## config.mk

```make
export PLATFORM = sky130hd
export DESIGN_NAME = delta_sleep_queue
export DESIGN_NICKNAME = d
export VERILOG_FILES = /design/src/rtl/core/dsq_pkg.sv /design/src/rtl/core/dsq_ram.sv /design/src/rtl/core/dsq_fifo.sv /design/src/rtl/core/dsq_front.sv /design/src/rtl/core/dsq_back.sv /design/src/rtl/core/delta_sleep_queue.sv
export SDC_FILE = /design/constraint.sdc
export NUM_CORES = 1
export LEC_CHECK = 0
export BUFFER_PORTS_ARGS = -buffer_cell sky130_fd_sc_hd__buf_2
export CAP_MARGIN = 5
export CORE_ASPECT_RATIO = 2
export CORE_UTILIZATION = 30
export CTS_BUF_LIST = sky130_fd_sc_hd__clkbuf_8
export DETAILED_ROUTE_END_ITERATION = 8
export PLACE_DENSITY_LB_ADDON = 0.12
export SYNTH_ARGS = -nofsm -noshare
export SYNTH_HDL_FRONTEND = slang
export SYNTH_SLANG_ARGS = --single-unit
```

## constraint.sdc

```tcl
create_clock -name clk_i -period 11.7 [get_ports clk_i]
set_input_delay 1.17 -clock clk_i [delete_from_list [all_inputs] [get_ports clk_i]]
set_output_delay 1.17 -clock clk_i [all_outputs]
set_load 0.05 [all_outputs]
```

## src/rtl/core/dsq_pkg.sv

```systemverilog
// shared types and constants of the delta sleep queue
package dsq_pkg;

  localparam int unsigned MAX_SLEEPERS_DEF = 16;
  localparam int unsigned ID_W = 8;
  localparam int unsigned TICK_W = 32;

  localparam logic EV_READY = 1'b0;
  localparam logic EV_DROP = 1'b1;

  localparam logic KIND_SLEEP = 1'b0;
  localparam logic KIND_TICK = 1'b1;

  typedef enum logic [1:0] {
    OP_TICK,
    OP_RELEASE,
    OP_SLEEP
  } op_e;

  typedef struct packed {
    op_e               op;
    logic [ID_W-1:0]   thread_id;
    logic [TICK_W-1:0] ticks;
  } cmd_t;

  typedef struct packed {
    logic            event_code;
    logic [ID_W-1:0] ready_thread;
    logic            last;
  } res_t;

  typedef struct packed {
    logic [ID_W-1:0]   id;
    logic [TICK_W-1:0] delta;
  } ent_t;

endpackage

```

## src/rtl/core/dsq_ram.sv

```systemverilog
// generic single write port ram with registered read
module dsq_ram #(
  parameter int unsigned Width = 8,
  parameter int unsigned Depth = 16
) (
  input  logic                     clk_i,
  input  logic                     we_i,
  input  logic [$clog2(Depth)-1:0] waddr_i,
  input  logic [Width-1:0]         wdata_i,
  input  logic                     re_i,
  input  logic [$clog2(Depth)-1:0] raddr_i,
  output logic [Width-1:0]         rdata_o
);

  logic [Width-1:0] mem_q [Depth];
  logic [Width-1:0] rdata_q;

  always_ff @(posedge clk_i) begin
    if (we_i) begin
      mem_q[waddr_i] <= wdata_i;
    end
    if (re_i) begin
      rdata_q <= mem_q[raddr_i];
    end
  end

  assign rdata_o = rdata_q;

endmodule

```

## src/rtl/core/dsq_fifo.sv

```systemverilog
// small first-in first-out queue of packed words
module dsq_fifo #(
  parameter int unsigned Width = 8,
  parameter int unsigned Depth = 2
) (
  input  logic             clk_i,
  input  logic             rst_ni,
  input  logic             push_i,
  input  logic [Width-1:0] wdata_i,
  output logic             full_o,
  input  logic             pop_i,
  output logic [Width-1:0] rdata_o,
  output logic             empty_o
);

  localparam int unsigned PtrW = (Depth > 1) ? $clog2(Depth) : 1;
  localparam int unsigned CntW = $clog2(Depth + 1);

  logic [Width-1:0] mem_q [Depth];
  logic [PtrW-1:0]  wptr_q, wptr_d, rptr_q, rptr_d;
  logic [CntW-1:0]  cnt_q, cnt_d;
  logic             do_push, do_pop;

  assign full_o  = (cnt_q == CntW'(Depth));
  assign empty_o = (cnt_q == '0);
  assign do_push = push_i & ~full_o;
  assign do_pop  = pop_i & ~empty_o;
  assign rdata_o = mem_q[rptr_q];

  always_comb begin
    wptr_d = wptr_q;
    rptr_d = rptr_q;
    cnt_d  = cnt_q;
    if (do_push) begin
      wptr_d = (wptr_q == PtrW'(Depth - 1)) ? '0 : wptr_q + PtrW'(1);
    end
    if (do_pop) begin
      rptr_d = (rptr_q == PtrW'(Depth - 1)) ? '0 : rptr_q + PtrW'(1);
    end
    if (do_push && !do_pop) begin
      cnt_d = cnt_q + CntW'(1);
    end else if (do_pop && !do_push) begin
      cnt_d = cnt_q - CntW'(1);
    end
  end

  always_ff @(posedge clk_i or negedge rst_ni) begin
    if (!rst_ni) begin
      wptr_q <= '0;
      rptr_q <= '0;
      cnt_q  <= '0;
    end else begin
      wptr_q <= wptr_d;
      rptr_q <= rptr_d;
      cnt_q  <= cnt_d;
    end
  end

  always_ff @(posedge clk_i) begin
    if (do_push) begin
      mem_q[wptr_q] <= wdata_i;
    end
  end

endmodule

```

## src/rtl/core/dsq_front.sv

```systemverilog
// front end: accepts items, classifies them and queues commands
module dsq_front (
  input  logic                              clk_i,
  input  logic                              rst_ni,
  input  logic                              push,
  output logic                              full,
  input  logic                              kind_i,
  input  logic [dsq_pkg::ID_W-1:0]          thread_id_i,
  input  logic [dsq_pkg::TICK_W-1:0]        sleep_ticks_i,
  output logic                              cmd_valid_o,
  output dsq_pkg::cmd_t                     cmd_o,
  input  logic                              cmd_pop_i
);

  import dsq_pkg::*;

  cmd_t cmd_in;
  logic cmd_empty;

  always_comb begin
    cmd_in.thread_id = thread_id_i;
    cmd_in.ticks     = sleep_ticks_i;
    if (kind_i == KIND_TICK) begin
      cmd_in.op = OP_TICK;
    end else if (sleep_ticks_i == '0) begin
      cmd_in.op = OP_RELEASE;
    end else begin
      cmd_in.op = OP_SLEEP;
    end
  end

  dsq_fifo #(
    .Width($bits(cmd_t)),
    .Depth(2)
  ) u_cmd_q (
    .clk_i  (clk_i),
    .rst_ni (rst_ni),
    .push_i (push),
    .wdata_i(cmd_in),
    .full_o (full),
    .pop_i  (cmd_pop_i),
    .rdata_o(cmd_o),
    .empty_o(cmd_empty)
  );

  assign cmd_valid_o = ~cmd_empty;

endmodule

```

## src/rtl/core/dsq_back.sv

```systemverilog
// back end: delta list sequencer over a circular ram
module dsq_back #(
  parameter int unsigned MaxSleepers = dsq_pkg::MAX_SLEEPERS_DEF
) (
  input  logic          clk_i,
  input  logic          rst_ni,
  input  logic          cmd_valid_i,
  input  dsq_pkg::cmd_t cmd_i,
  output logic          cmd_pop_o,
  input  logic          res_full_i,
  output logic          res_valid_o,
  output dsq_pkg::res_t res_o
);

  import dsq_pkg::*;

  localparam int unsigned IdxW = $clog2(MaxSleepers);
  localparam int unsigned CntW = $clog2(MaxSleepers + 1);

  localparam logic [2:0] S_IDLE  = 3'd0;
  localparam logic [2:0] S_TRD   = 3'd1;
  localparam logic [2:0] S_TRUN  = 3'd2;
  localparam logic [2:0] S_WALK  = 3'd3;
  localparam logic [2:0] S_SHIFT = 3'd4;
  localparam logic [2:0] S_INS   = 3'd5;

  logic [2:0]        state_q, state_d;
  logic [CntW-1:0]   count_q, count_d;
  logic [IdxW-1:0]   head_q, head_d;
  logic [CntW-1:0]   pos_q, pos_d;
  logic [CntW-1:0]   sidx_q, sidx_d;
  logic [CntW-1:0]   n_q, n_d;
  logic              rpend_q, rpend_d;
  logic [TICK_W-1:0] rem_q, rem_d;
  logic [ID_W-1:0]   id_q, id_d;

  logic            re, we;
  logic [CntW-1:0] rl, wl;
  ent_t            wdata, rd;
  logic [$bits(ent_t)-1:0] ram_rdata;
  logic [CntW-1:0] n_nxt, pos_nxt;

  function automatic logic [IdxW-1:0] phys(input logic [IdxW-1:0] head,
                                           input logic [CntW-1:0] l);
    logic [CntW:0] s;
    s = (CntW+1)'(head) + (CntW+1)'(l);
    if (s >= (CntW+1)'(MaxSleepers)) begin
      s = s - (CntW+1)'(MaxSleepers);
    end
    return s[IdxW-1:0];
  endfunction

  assign rd      = ent_t'(ram_rdata);
  assign n_nxt   = n_q + CntW'(1);
  assign pos_nxt = pos_q + CntW'(1);

  always_comb begin
    state_d     = state_q;
    count_d     = count_q;
    head_d      = head_q;
    pos_d       = pos_q;
    sidx_d      = sidx_q;
    n_d         = n_q;
    rpend_d     = rpend_q;
    rem_d       = rem_q;
    id_d        = id_q;
    cmd_pop_o   = 1'b0;
    res_valid_o = 1'b0;
    res_o       = '0;
    re          = 1'b0;
    rl          = '0;
    we          = 1'b0;
    wl          = '0;
    wdata       = '0;
    case (state_q)
      S_IDLE: begin
        if (cmd_valid_i) begin
          case (cmd_i.op)
            OP_TICK: begin
              cmd_pop_o = 1'b1;
              if (count_q != '0) begin
                re      = 1'b1;
                state_d = S_TRD;
              end
            end
            OP_RELEASE: begin
              if (!res_full_i) begin
                cmd_pop_o   = 1'b1;
                res_valid_o = 1'b1;
                res_o       = '{event_code: EV_READY, ready_thread: cmd_i.thread_id,
                                last: 1'b1};
              end
            end
            OP_SLEEP: begin
              if (count_q == CntW'(MaxSleepers)) begin
                if (!res_full_i) begin
                  cmd_pop_o   = 1'b1;
                  res_valid_o = 1'b1;
                  res_o       = '{event_code: EV_DROP, ready_thread: cmd_i.thread_id,
                                  last: 1'b1};
                end
              end else begin
                cmd_pop_o = 1'b1;
                id_d      = cmd_i.thread_id;
                rem_d     = cmd_i.ticks;
                pos_d     = '0;
                if (count_q == '0) begin
                  state_d = S_INS;
                end else begin
                  re      = 1'b1;
                  state_d = S_WALK;
                end
              end
            end
            default: begin
              cmd_pop_o = 1'b1;
            end
          endcase
        end
      end
      S_TRD: begin
        if (rd.delta > TICK_W'(1)) begin
          we      = 1'b1;
          wdata   = '{id: rd.id, delta: rd.delta - TICK_W'(1)};
          state_d = S_IDLE;
        end else begin
          id_d    = rd.id;
          n_d     = CntW'(1);
          rpend_d = 1'b0;
          if (count_q > CntW'(1)) begin
            re      = 1'b1;
            rl      = CntW'(1);
            rpend_d = 1'b1;
          end
          state_d = S_TRUN;
        end
      end
      S_TRUN: begin
        if (!res_full_i) begin
          res_valid_o = 1'b1;
          if (rpend_q && rd.delta == '0) begin
            res_o   = '{event_code: EV_READY, ready_thread: id_q, last: 1'b0};
            id_d    = rd.id;
            n_d     = n_nxt;
            rpend_d = 1'b0;
            if (n_nxt < count_q) begin
              re      = 1'b1;
              rl      = n_nxt;
              rpend_d = 1'b1;
            end
          end else begin
            res_o   = '{event_code: EV_READY, ready_thread: id_q, last: 1'b1};
            head_d  = phys(head_q, n_q);
            count_d = count_q - n_q;
            state_d = S_IDLE;
          end
        end
      end
      S_WALK: begin
        if (rem_q >= rd.delta) begin
          rem_d = rem_q - rd.delta;
          pos_d = pos_nxt;
          if (pos_nxt < count_q) begin
            re = 1'b1;
            rl = pos_nxt;
          end else begin
            state_d = S_INS;
          end
        end else begin
          re      = 1'b1;
          rl      = count_q - CntW'(1);
          sidx_d  = count_q - CntW'(1);
          state_d = S_SHIFT;
        end
      end
      S_SHIFT: begin
        we    = 1'b1;
        wl    = sidx_q + CntW'(1);
        wdata = rd;
        if (sidx_q == pos_q) begin
          wdata.delta = rd.delta - rem_q;
          state_d     = S_INS;
        end else begin
          re     = 1'b1;
          rl     = sidx_q - CntW'(1);
          sidx_d = sidx_q - CntW'(1);
        end
      end
      S_INS: begin
        we      = 1'b1;
        wl      = pos_q;
        wdata   = '{id: id_q, delta: rem_q};
        count_d = count_q + CntW'(1);
        state_d = S_IDLE;
      end
      default: begin
        state_d = S_IDLE;
      end
    endcase
  end

  always_ff @(posedge clk_i or negedge rst_ni) begin
    if (!rst_ni) begin
      state_q <= S_IDLE;
      count_q <= '0;
      head_q  <= '0;
      rpend_q <= 1'b0;
    end else begin
      state_q <= state_d;
      count_q <= count_d;
      head_q  <= head_d;
      rpend_q <= rpend_d;
    end
  end

  always_ff @(posedge clk_i) begin
    pos_q  <= pos_d;
    sidx_q <= sidx_d;
    n_q    <= n_d;
    rem_q  <= rem_d;
    id_q   <= id_d;
  end

  dsq_ram #(
    .Width($bits(ent_t)),
    .Depth(MaxSleepers)
  ) u_ram (
    .clk_i  (clk_i),
    .we_i   (we),
    .waddr_i(phys(head_q, wl)),
    .wdata_i(wdata),
    .re_i   (re),
    .raddr_i(phys(head_q, rl)),
    .rdata_o(ram_rdata)
  );

endmodule

```

## src/rtl/core/delta_sleep_queue.sv

```systemverilog
// top level of the delta list sleep queue
// sleep request: walk the list, shift the tail, write; ram has a read and a write port
// tick: decrement head or release expired threads; zero-tick request or drop: one result
// one command runs at a time in the back end; two-entry queues on input and result sides
// reset: asynchronous, active low; clears the list count, head and both queues
module delta_sleep_queue #(
  parameter int unsigned MaxSleepers = dsq_pkg::MAX_SLEEPERS_DEF
) (
  input  logic                       clk_i,
  input  logic                       rst_ni,
  input  logic                       push,
  output logic                       full,
  input  logic                       kind_i,
  input  logic [dsq_pkg::ID_W-1:0]   thread_id_i,
  input  logic [dsq_pkg::TICK_W-1:0] sleep_ticks_i,
  output logic                       empty,
  input  logic                       pop,
  output logic                       event_code_o,
  output logic [dsq_pkg::ID_W-1:0]   ready_thread_o,
  output logic                       last_o
);

  import dsq_pkg::*;

  cmd_t cmd;
  logic cmd_valid, cmd_pop;
  res_t res, res_head;
  logic res_valid, res_full;

  dsq_front u_front (
    .clk_i        (clk_i),
    .rst_ni       (rst_ni),
    .push         (push),
    .full         (full),
    .kind_i       (kind_i),
    .thread_id_i  (thread_id_i),
    .sleep_ticks_i(sleep_ticks_i),
    .cmd_valid_o  (cmd_valid),
    .cmd_o        (cmd),
    .cmd_pop_i    (cmd_pop)
  );

  dsq_back #(
    .MaxSleepers(MaxSleepers)
  ) u_back (
    .clk_i      (clk_i),
    .rst_ni     (rst_ni),
    .cmd_valid_i(cmd_valid),
    .cmd_i      (cmd),
    .cmd_pop_o  (cmd_pop),
    .res_full_i (res_full),
    .res_valid_o(res_valid),
    .res_o      (res)
  );

  dsq_fifo #(
    .Width($bits(res_t)),
    .Depth(2)
  ) u_res_q (
    .clk_i  (clk_i),
    .rst_ni (rst_ni),
    .push_i (res_valid),
    .wdata_i(res),
    .full_o (res_full),
    .pop_i  (pop),
    .rdata_o(res_head),
    .empty_o(empty)
  );

  assign event_code_o   = res_head.event_code;
  assign ready_thread_o = res_head.ready_thread;
  assign last_o         = res_head.last;

endmodule

```

# --- Word-level counts from Yosys, hierarchy flattened ---
# Memories as Yosys holds them, arrays and structs flattened. A register that Yosys moved wholly into a read port is not among the register bits.
# Index checks and enable logic that the tools add are counted.
# W data, S select, Z words.
totals:
  n_memories: 3
  out_inout_bits: 12
  register_bits: 76
  wordCells: 225
  in_bits: 45
  mem_bits_rw: 744
op_classes:
  addsub: 24
  eq_ne: 26
  n_mux: 108
  n_lt_le_gt_ge: 8
  bitwise: 9
  n_reduce_logical: 32
memory_table:
  columns: ["name", "depth", "width", "read_ports", "rd_ports_with_merged_regs", "wr", "line", "rtl"]
  rows:
  - ["u_back.u_ram.mem_q", 16, 40, 1, 1, 1, "dsq_ram.sv:15", "logic [Width-1:0] mem_q [Depth];"]
  - ["u_front.u_cmd_q.mem_q", 2, 42, 1, 0, 1, "dsq_fifo.sv:19", "logic [Width-1:0] mem_q [Depth];"]
  - ["u_res_q.mem_q", 2, 10, 1, 0, 1, "dsq_fifo.sv:19", null]
ops:
  columns: ["operator", "n"]
  rows:
  - ["$mux W32", 5]
  - ["$pmux W40 S3", 1]
  - ["$mux W5", 18]
  - ["$logic_not A32 Y1", 2]
  - ["$pmux W32 S2", 1]
  - ["$sub A32 B32 Y32", 2]
  - ["$pmux W5 S2", 5]
  - ["$mux W8", 6]
  - ["$mux W40", 1]
  - ["$pmux W10 S2", 2]
  - ["$mux W1", 34]
  - ["$ge A32 B32 Y1", 1]
  - ["$gt A32 B1 Y1 const B", 1]
  - ["$sub A32 B1 Y32 const B", 1]
  - ["$mux W10", 3]
  - ["$mux W3", 9]
  - ["$pmux W8 S3", 1]
  - ["$add A5 B1 Y5 const B", 4]
  - ["$pmux W5 S4", 1]
  - ["$add A4 B5 Y6", 3]
  - ["$ge A6 B5 Y1 const B", 3]
  - ["$mux W9", 2]
  - ["$ne A2 B2 Y1 const B", 8]
  - ["$pmux W3 S5", 1]
  - ["39 further kinds", 92]

# --- Logic depth before layout (Yosys ltp) ---
depth:
  word_depth: 11
  ltp_mapped: 22
  ltp_nobuf: 20

# --- Hierarchy ---
# A second synthesis with hierarchy kept.
unflattened:
  cells_unflattened: 2433
  area_unflattened_um2: 39151.3
modules_own_cells:
  columns: ["module", "cells_per_inst", "seq_area_each_um2", "n_inst", "area_per_inst_um2"]
  rows:
  - ["dsq_ram", 1040, 20419.6, 1, 25530.7]
  - ["dsq_back", 1180, 1976.9, 1, 9190.1]
  - ["dsq_fifo at u_front.u_cmd_q", 150, 2622.5, 1, 3429.5]
  - ["dsq_fifo at u_res_q", 50, 700.7, 1, 919.6]
  - ["dsq_front", 13, 0.0, 1, 81.3]

# --- Worst setup path before layout ---
# Ideal clock, no wire load.
synth_timing:
  kind: "register to register"
  from: "register u_back.u_ram.rdata_q[29] (netlist: u_back.u_ram.rdata_o[29]), read port of u_back.u_ram.mem_q"
  to: "register u_back.u_ram.rdata_q[10] (netlist: u_back.u_ram.rdata_o[10]), read port of u_back.u_ram.mem_q, data pin"
  arrival_ps: 4861
  setup_time_ps: 270
  synth_period_minus_slack_ps: 5131
  required_time_ps: 11430
  setup_slack_ps: 6569
  stages_incl_launch_ff: 19
  n_path_buf: 5
  cell_sequence: "edfxtp_1 -> inv_1 -> ha_1 -> buf_6 -> and3_4 -> a211o_1 -> a221o_1 -> nor2_1 -> nor2_1 -> a21oi_1 -> o221ai_1 -> ha_1 -> clkbuf_1 -> buf_2 -> buf_2 -> clkbuf_1 -> mux4_2 -> mux2i_1 -> a21oi_1"
synth_between:
  elab_chain_len: 8
  elab_cells_between_ends: 18
  cone_classes: "add/sub: 2; order compare: 3; mux: 11; reduce/logical: 2"
synth_rtl:
  columns: ["element", "line", "rtl"]
  rows:
  - ["from (decl)", "dsq_ram.sv:16", "logic [Width-1:0] rdata_q;"]
  - ["branches (longest 8 deep; another with $ge A32 B32 Y1)", null, null]
# Parallel ways; which one is timed is not known.
# A chain may end at the register's enable or synchronous reset.

# --- Final worst setup path ---
layout_timing:
  from: "register u_back.u_ram.rdata_q[29] (netlist: u_back.u_ram.rdata_o[29]), read port of u_back.u_ram.mem_q"
  to: "register u_back.u_ram.rdata_q[9] (netlist: u_back.u_ram.rdata_o[9]), read port of u_back.u_ram.mem_q, data pin"
# Same word-level chain as after synthesis.

==> out/summary.txt <==
Outcome = completed
Synthesis-to-finish area growth = 12.02%
Detailed Route WL = 114.5 mm
Syn_nets = 2665
Initial antenna violation count = 2
Library cells used by synthesis = 82
Largest net degree at the start of global routing = 92
Sequential area share after synthesis = 0.6574
Final HPWL DP = 73.78 mm
Final Hold Vio Count = 0
Synthesized instance count = 2516
Net count, final = 2781
Reg2Reg Launch Point = u_back.u_ram.rdata_o[29]
Endpoints failing setup = 0
Peak VDD IR = 0.2047 mV
Full die area = 132000 um2
Setup Skew = 0.04906 ns
Port bufs = 56
Vias = 22382
Core Region = 129600 um2
Layout cells sized above 1 = 0.1901
Final instance area = 43830 um2
CP arrival = 7.35 ns
Pwr Density = 291.0 nW/um2
Fmax = 0.1466 GHz
Leakage = 14.90 nW
Die span in y = 512.7 um
Hold-fix buffers at CTS = 0
CP Launch Point = u_back.u_ram.rdata_o[29]
Max Transition Viols Final = 0
Fin crit share = 0.5829
Initial Util = 0.3018
Syn avg cell area = 15.55 um2
Wire length of the first global-routing pass = 166.3 mm
Drt pass-1 iters = 5
Total global routing overflow = 0
RSZ-0062 raised after global routing = no
DR WL/cell = 25.86 um
TritonCTS clock tree = done
Sum Neg Setup Slack = 0 ns
CP Class = reg -> reg
Crit path max fanout = 91
I/O pins = 57
Placed inst area = 41640 um2
Hold Path Class = in -> async
Total CTS buffers = 118
Crit path launch type = register
Clock tree buffer depth = 3
Final Power = 12.75 mW
Asr flop ratio synth = 0.02442
Worst Tran Pin Value = 1.270 ns
Clock Sinks = 860
CTS root buffer = clkbuf_8
EDFF count, synth = 839
Seq cells post-synth = 860
Worst hold slack = 0.3404 ns
DRT antenna net count = 0
Post-CTS setup buffers = 0
Mapped Area = 39130 um2
Vias in the first global route = 23986
Drc violations = 0
DR iter-0 viols = 1557
Core Rows = 187
Slew HR = 0.1478
Die W = 257.4 um
Required @ worst endpoint = 12.23 ns
Clk pin slew, worst setup/hold paths = 0.07 ns
GRT Total Usage = 0.1739
CP Capture Type = register
RePlAce Congestion = 0.8377
Worst skew pair latency = 0.82 ns
H-tree levels = 3
Vias per cell = 5.056
CTS-repair resized insts = 0
R2R depth = 19
Top FF cell, synth = edfxtp_1
Final min period = 6.820 ns
Maxcap violations = 0
YS warnings = 0
cell usage in the layout (no fill, tap or decap), types with 52 or more instances in the layout:
cell | netlist | final
edfxtp_1 | 839 | 839
mux4_2 | 160 | 160
a21oi_1 | 157 | 157
inv_1 | 103 | 137
clkbuf_8 | 0 | 119
nand2_1 | 110 | 110
nor2_1 | 119 | 100
o21ai_0 | 104 | 100
ha_1 | 98 | 97
mux2i_1 | 74 | 74
buf_4 | 1 | 65
xnor2_1 | 61 | 60
buf_2 | 12 | 56
nor2b_1 | 52 | 52
logic make-up after synthesis:
kind of cell / share of synthesized area
xor gates and xnor gates: 0.02309
buffers and inverters: 0.02482
adders and majority gates: 0.03441
and+or+nand+nor: 0.05891
AOI/OAI and AO/OA: 0.08088
DFF: 0.6574
muxes: 0.1205
critical path: stages, from the launching register on:
cell	delay, ns
edfxtp_1	0.74
inv_1	0.10
ha_1	0.46
a21oi_1	0.27
nor2b_1	0.08
a211o_1	0.27
a221o_1	0.42
nor2_1	0.50
mux2i_1	0.18
nand2_1	0.10
o221ai_1	0.19
ha_1	0.35
a21o_1	0.11
a21oi_1	0.08
xnor2_1	0.77
xnor2_4	0.18
buf_4	0.40
buf_12	0.50
mux2i_1	0.23
a21oi_1	0.48
worst paths after layout:
check	to	slack, ns
max	u_back.u_ram.rdata_o[9]	4.88
min	u_front.u_cmd_q.wptr_q	0.34
max reg2reg	u_back.u_ram.rdata_o[9]	4.88
min reg2reg	u_res_q.wptr_q	0.51
max in group asynchronous	u_front.u_cmd_q.rptr_q	10.98
min in group clk_i	u_res_q.wptr_q	0.51
cells in the mapped netlist (7+ instances only):
library cell  instances  share of area
xnor2_1              61          0.014
nand3_1              29         0.0037
nor3_1               39         0.0050
a22o_1               18         0.0040
dfrtp_1              21          0.013
buf_2                12         0.0015
o22ai_1               7         0.0011
a21o_1               51         0.0098
a221oi_1              8         0.0018
a211oi_1             42         0.0081
inv_1               103         0.0099
o21a_1               11         0.0021
o21ai_0             104          0.013
o211ai_1             14         0.0027
o21bai_1             12         0.0023
xor2_1               39         0.0087
nor4_1               19         0.0030
mux4_2              160          0.092
nand2b_1             14         0.0022
a21oi_1             157          0.020
mux2_2               33         0.0095
and3_1                8         0.0013
clkbuf_1             95         0.0091
edfxtp_1            839           0.64
and2_1               14         0.0022
ha_1                 98          0.031
nand4_1              18         0.0029
mux2i_1              74          0.019
buf_1                 7        0.00067
nor2b_1              52         0.0083
o221ai_1              9         0.0020
nor2_1              119          0.011
buf_6                11         0.0032
nand2_1             110          0.011
cell type report:
cell class,instances,area (um2)
clock inverter,94,511.7
fill,12658,85790
inverter,103,386.6
antenna,1,2.502
clock buffer,119,1638
timing repair buffer,124,810.8
tap,1701,2128
sequential,860,25720
multi-input combinational,1425,12630
power breakdown:
part / switching [mW] / internal, mW / leakage (nW)
Clock: 1.18 / 1.02 / 1.22
Combinational: 3.64 / 1.99 / 5.68
Sequential: 0.323 / 4.61 / 7.99
stage by stage:
| stage | worst slack [ns] | std cells | utilization |
|---|---|---|---|
| 2_1_floorplan | 6.569 | 2516 | - |
| 3_3_place_gp | 4.698 | 4210 | 0.3213 |
| 3_5_place_dp | 4.745 | 4210 | 0.3213 |
| 4_1_cts | 4.754 | 4423 | 0.3379 |
| 5_1_grt | 4.424 | 4427 | 0.3381 |
| 6_report | 4.880 | 4427 | 0.3381 |
sequential cells by signal, indices dropped and copies added, names as in the netlist, 2 cells and up:
name,flops
u_front.u_cmd_q.mem_q,84
u_res_q.mem_q,20
u_res_q.cnt_q,2
u_back.rem_q,32
u_back.u_ram.rdata_o,40
u_front.u_cmd_q.cnt_q,2
u_back.count_q,5
u_back.state_q,3
u_back.pos_q,5
u_back.head_q,4
u_back.sidx_q,5
u_back.id_q,8
u_back.n_q,5
u_back.u_ram.mem_q,640
per-layer routing:
metal	vias up	GRT usage	wire, um
met5	-	0	0
li1	10070	-	-
met1	11710	0.1874	42960
met4	0	0.07133	4422
met2	430	0.3364	63870
met3	172	0.02158	3223
Note: power is estimated with default switching activity, not from simulation.
